`src/hdl/btpc_pkg.sv`:
```
// Shared types, constants and helpers for the barometric compensation block.
// No dependencies.
`timescale 1ns / 1ps
package btpc_pkg;

  localparam int unsigned RawW = 20;
  localparam int unsigned TempW = 24;
  localparam int unsigned WordW = 32;
  localparam int unsigned CfgW = 64;
  localparam int unsigned CfgIdxW = 2;
  localparam int unsigned QueueDepth = 4;
  localparam int unsigned QueueIdxW = 2;
  localparam int unsigned PipeDepth = 24;

  localparam logic [CfgIdxW-1:0] RegTempCal = 2'd0;
  localparam logic [CfgIdxW-1:0] RegPressLow = 2'd1;
  localparam logic [CfgIdxW-1:0] RegPressHigh = 2'd2;
  localparam logic [CfgIdxW-1:0] RegPressLast = 2'd3;

  typedef struct packed {
    logic [RawW-1:0] raw_pressure;
    logic [RawW-1:0] raw_temperature;
  } sample_t;

  typedef struct packed {
    logic [47:0] temp_cal;
    logic [63:0] press_low;
    logic [63:0] press_high;
    logic [15:0] press_last;
  } cal_t;

  // Occupancy flags of the queue between front and back.
  typedef struct packed {
    logic full;
    logic empty;
  } queue_status_t;

  function automatic logic [WordW-1:0] sx16(input logic [15:0] v);
    return {{16{v[15]}}, v};
  endfunction

  function automatic logic [WordW-1:0] asr(input logic [WordW-1:0] x, input int n);
    return WordW'($signed(x) >>> n);
  endfunction

endpackage

```
`src/hdl/btpc_front.sv`:
```
// Front end: takes command words into a short queue of samples.
// Depends on btpc_pkg.
`timescale 1ns / 1ps
module btpc_front (
  input  logic                        clk,
  input  logic                        rst,
  input  logic                        push,
  input  btpc_pkg::sample_t           push_word,
  input  logic                        pop,
  output btpc_pkg::sample_t           head,
  output btpc_pkg::queue_status_t     status
);

  btpc_pkg::sample_t slots [btpc_pkg::QueueDepth];
  logic [btpc_pkg::QueueIdxW-1:0] wr_ptr;
  logic [btpc_pkg::QueueIdxW-1:0] rd_ptr;
  logic [btpc_pkg::QueueIdxW:0]   count;

  always_ff @(posedge clk) begin
    if (push) begin
      slots[wr_ptr] <= push_word;
    end
  end

  always_ff @(posedge clk) begin
    if (rst) begin
      wr_ptr <= '0;
      rd_ptr <= '0;
      count  <= '0;
    end else begin
      if (push) wr_ptr <= wr_ptr + 1'b1;
      if (pop) rd_ptr <= rd_ptr + 1'b1;
      count <= count + (btpc_pkg::QueueIdxW+1)'(push) - (btpc_pkg::QueueIdxW+1)'(pop);
    end
  end

  assign head = slots[rd_ptr];
  assign status.full = (count == (btpc_pkg::QueueIdxW+1)'(btpc_pkg::QueueDepth));
  assign status.empty = (count == '0);

endmodule

```
`config.mk`:
```
export PLATFORM = sky130hd
export DESIGN_NAME = btpc_front
export DESIGN_NICKNAME = d
export VERILOG_FILES = /design/src/hdl/btpc_pkg.sv /design/src/hdl/btpc_front.sv
export SDC_FILE = /design/constraint.sdc
export NUM_CORES = 1
export LEC_CHECK = 0
export BUFFER_PORTS_ARGS = -buffer_cell sky130_fd_sc_hd__buf_2
export CORE_MARGIN = 2
export CORE_UTILIZATION = 61
export DETAILED_ROUTE_END_ITERATION = 8
export GPL_ROUTABILITY_DRIVEN = 0
export PLACE_DENSITY = 0.88
export REMOVE_ABC_BUFFERS = 1
export SLEW_MARGIN = 10
export SYNTH_ARGS = -nofsm -noshare
export SYNTH_HDL_FRONTEND = slang
export SYNTH_SLANG_ARGS = --single-unit
```
`constraint.sdc`:
```
create_clock -name clk -period 6.05 [get_ports clk]
set_input_delay 0.3025 -clock clk [delete_from_list [all_inputs] [get_ports clk]]
set_output_delay 0.3025 -clock clk [all_outputs]
set_load 0.1 [all_outputs]
```
# == Word-level counts from Yosys, hierarchy flattened ==
# Memory sizes are Yosys's and may differ from the RTL's. A register that Yosys moved wholly into a read port is not among the register bits.
# Cells that the tools add are included.
# word_totals
out_inout_bits,42
reg_bits,7
mem_count,1
latchBits,0
inputBits,44
mem_bits_ro,0
mem_bits_rw,160
elab_cells,14
# mem_list
memory,words,word_bits,rd,rd_ports_with_merged_regs,wr,line,source
slots,4,40,1,1,1,btpc_front.sv:14,btpc_pkg::sample_t slots [btpc_pkg::QueueDepth];
# op_classes
mux,4
addsub,4
eq_ne,1
n_bitwise,0
reduce_logical,1
mul,0
div,0
shift,0
magnitude_cmp,0
# op_table
op,count
"2-bit by 1-bit adder with 2-bit output, second input constant",2
2-bit two-way mux,2
3-bit by 1-bit adder with 3-bit output,1
"3-bit == test, second input constant",1
3-bit logical NOT,1
3-bit by 1-bit subtractor with 3-bit output,1
1-bit two-way mux,2

# == Logic depth before layout (Yosys ltp) ==
# logic_depth
depth_word,3
depth_mapped,7
ltp_nobuf,7

# == Least setup slack after synthesis ==
# No wires, ideal clock.
# synth_path
path_kind,reg-to-output
startpoint,register count[1] in the netlist's numbering
endpoint,output port status[0] in the netlist's numbering
n_path_buf,0
slack_ps,3355
t_arrival_ps,2392
path_stages_with_launch,2
required_time_ps,5747
path_cell_list,dfxtp_1 -> nor3_1
# synth_rtl
element,line,source
from (decl),btpc_front.sv:17,logic [btpc_pkg::QueueIdxW:0] count;
from (signal assigned),btpc_front.sv:33,count <= count + (btpc_pkg::QueueIdxW+1)'(push) - (btpc_pkg::QueueIdxW+1)'(pop);
to (decl),btpc_front.sv:11,output btpc_pkg::queue_status_t status

==> key figures <==
Status
  • Status: completed

Worst setup path
  • CP arrival: around 2.4 ns
  • Required time of the critical path: roughly 5.8 ns
  • CP Capture Type: primary output
  • Crit Path Category: reg2out
  • Worst r2r path cells: 3
  • Startpoint types: flip-flop
  • CP max FO: 40

Cells and area
  • Final Util: just under 80%
  • P&R area growth vs syn: 21.4%
  • # diodes: 0
  • Commonest cells after routing, fill and taps aside: edfxtp_1, buf_2, mux4_2
  • Nets: ~430
  • Layout Cells excl Fill: about 530
  • Layout cells sized above 1: ~40%
  • Most common cell after layout, fill and taps aside: edfxtp_1
  • Final instance area: roughly 7600 sq um
  • Filler cell count: 520

CTS
  • Post-CTS setup buffers: 0
  • TritonCTS clock tree: done
  • CTS buffer count: 17
  • H-tree depth: 4
  • CTS Root Cell: clkbuf_8
  • CTS sink cnt: roughly 170
  • Post-cts sizing count: 0
  • Clock Path Buffers: 2
  • Hold buffers post-CTS: 37
  • Worst-Skew Late Latency: 0.52 ns
  • Clock-pin transition on the worst setup and hold timing paths: about 0.060 ns

Floorplanning
  • Die extent in y: between 100 and 150 um
  • Die area: roughly 11,000 sq um
  • Core area: around 9900 sq um
  • Num rows: 36
  • Initial core utilization: 63.4%
  • Die width: 105 um
  • Io pins: 86

Drt
  • DRT antenna net count: 0
  • Final wirelength: 11,700 um
  • DRT iter0 DRCs: about 200
  • Post-DR vias/cell: 5.65
  • Routed via count: slightly below 3,000
  • WL/cell: 22.2 um
  • First drt pass iteration count: 5
  • DRC: 0

Synthesis
  • Avg Inst Size Synth: 24.9 sq um
  • YS warnings: 0
  • FF+latch count, synth: between 150 and 200
  • Mapped Cells: 251
  • Largest cells by area after synthesis: edfxtp_1, mux4_2, dfxtp_1
  • Seq/Total Area, Yosys: 79.7%
  • Post-Synthesis Cell Area: 6260 sq um
  • Yosys top cell area share: between 70% and 80%
  • Synth cell types: 20
  • Yosys top cell by area: edfxtp_1

Power
  • VDD IR-drop max: 304 uV
  • Leakage: ~2.6 nW
  • Power Density: about 370 nW/um^2

Place
  • Dpl hpwl: 6290 um
  • Placed Cells: 460
  • Pre-CTS setup slack: between 3 and 4 ns
  • Placed Area: around 6700 sq um
  • Port bufs: 85

GRT
  • All-Layer GR Usage: a little under a quarter
  • Initial antenna violation count: 0
  • Overflow after GRT: 0
  • M1 GR Usage: just over 30%
  • Met2 usage: approximately a third
  • Met3 Use GR: under 10%
  • GR peak layer: met2
  • Largest net degree at the start of global routing: between 40 and 50
  • First-pass GRT wire length: around 18,000 um
  • Vias in the first global route: 3,150

Timing
  • Minimum clock period: about 2.7 ns
  • Clk_skew: approximately 0.009 ns
  • RSZ-0062 raised after global routing: no
  • Max_slew headroom: 26.9%
  • Slew Limit Fails: 0
  • Final TNS setup: 0 ns
  • Worst slew pin tran: around 1.1 ns
  • Final worst slack: 3.32 ns
  • Fmax: approximately 0.37 GHz
  • Crit share post-route: between 40% and 50%
  • Hold Vio Cnt, Final: 0
  • Final setup violation count: 0

Worst hold path
  • Worst min-delay path class: in2reg
  • Hold path cells: 1

Job
  • Max-cap violations: 0
==> stage by stage <==
step	hold WS [ns]	total power, W
final	0.0253	0.00283
after global placement	0.503	0.00194
after global routing	0.00688	0.00292
after CTS	0.000582	0.00284
after floorplan	0.374	0.00185
after detailed placement	0.520	0.00195
==> flip-flops by register name (all words and copies together) (netlist names), named ones only <==
signal and cells:
count 3, rd_ptr 2, slots 160, wr_ptr 2
==> worst max-delay path: stages (launching register included) <==
cell	delay, ns
dfxtp_2	1.02
mux4_2	0.43
buf_2	0.44
==> cells by family after synthesis <==
group / count (synthesis) / synth area share (%)
and+or+nand+nor: 14 / 1.20
muxes: 41 / 14.6
adders and majority gates: 7 / 1.52
buffers and inverters: 15 / 2.14
xor gates and xnor gates: 3 / 0.660
AOI/OAI and AO/OA: 2 / 0.240
DFF: 169 / 79.7
==> per-layer routing <==
layer / share of wire [%] / vias to the layer above
li1: - / 1314
met1: 39 / 1523
met2: 52 / 134
met3: 7.9 / 10
met4: 0.96 / 0
met5: 0 / -
==> layout make-up <==
cell class / count / area [sq um] / area share [%]
flip-flops and latches: 169 / 4990 / 65.7
multi-input cells: 67 / 1140 / 15.0
clock buffers: 17 / 414 / 5.45
inverters: 6 / 22.5 / 0.296
clock inverters: 14 / 66.3 / 0.873
repair buffers: 122 / 796 / 10.5
well taps: 133 / 166 / 2.19
==> worst paths after layout <==
kind / from / endpoint / slack [ns]
max: flip-flop / head[26] / 3.32
min: push_word[31] / slots[1][31] / 0.03
max reg2reg: wr_ptr[0] / slots[2][6] / 4.14
min reg2reg: rd_ptr[1] / flip-flop / 0.55
==> power by group <==
part	switching (W)	leakage, nW	internal (W)
combinational	0.000423	0.844	0.000135
sequential	0.0000438	1.55	0.00135
clock	0.000397	0.237	0.000486
total	0.000864	2.63	0.00197
==> Yosys cell counts, drive strengths merged <==
master / n
and2: 4
inv: 6
nor3: 1
xnor2: 2
and3: 1
xor3: 1
a21oi: 1
nor2b: 2
nand3b: 1
edfxtp: 160
fa: 1
ha: 6
mux4: 40
buf: 9
dfxtp: 9
mux2i: 1
nor2: 5
a21bo: 1
(Power assumes the default switching activity.)
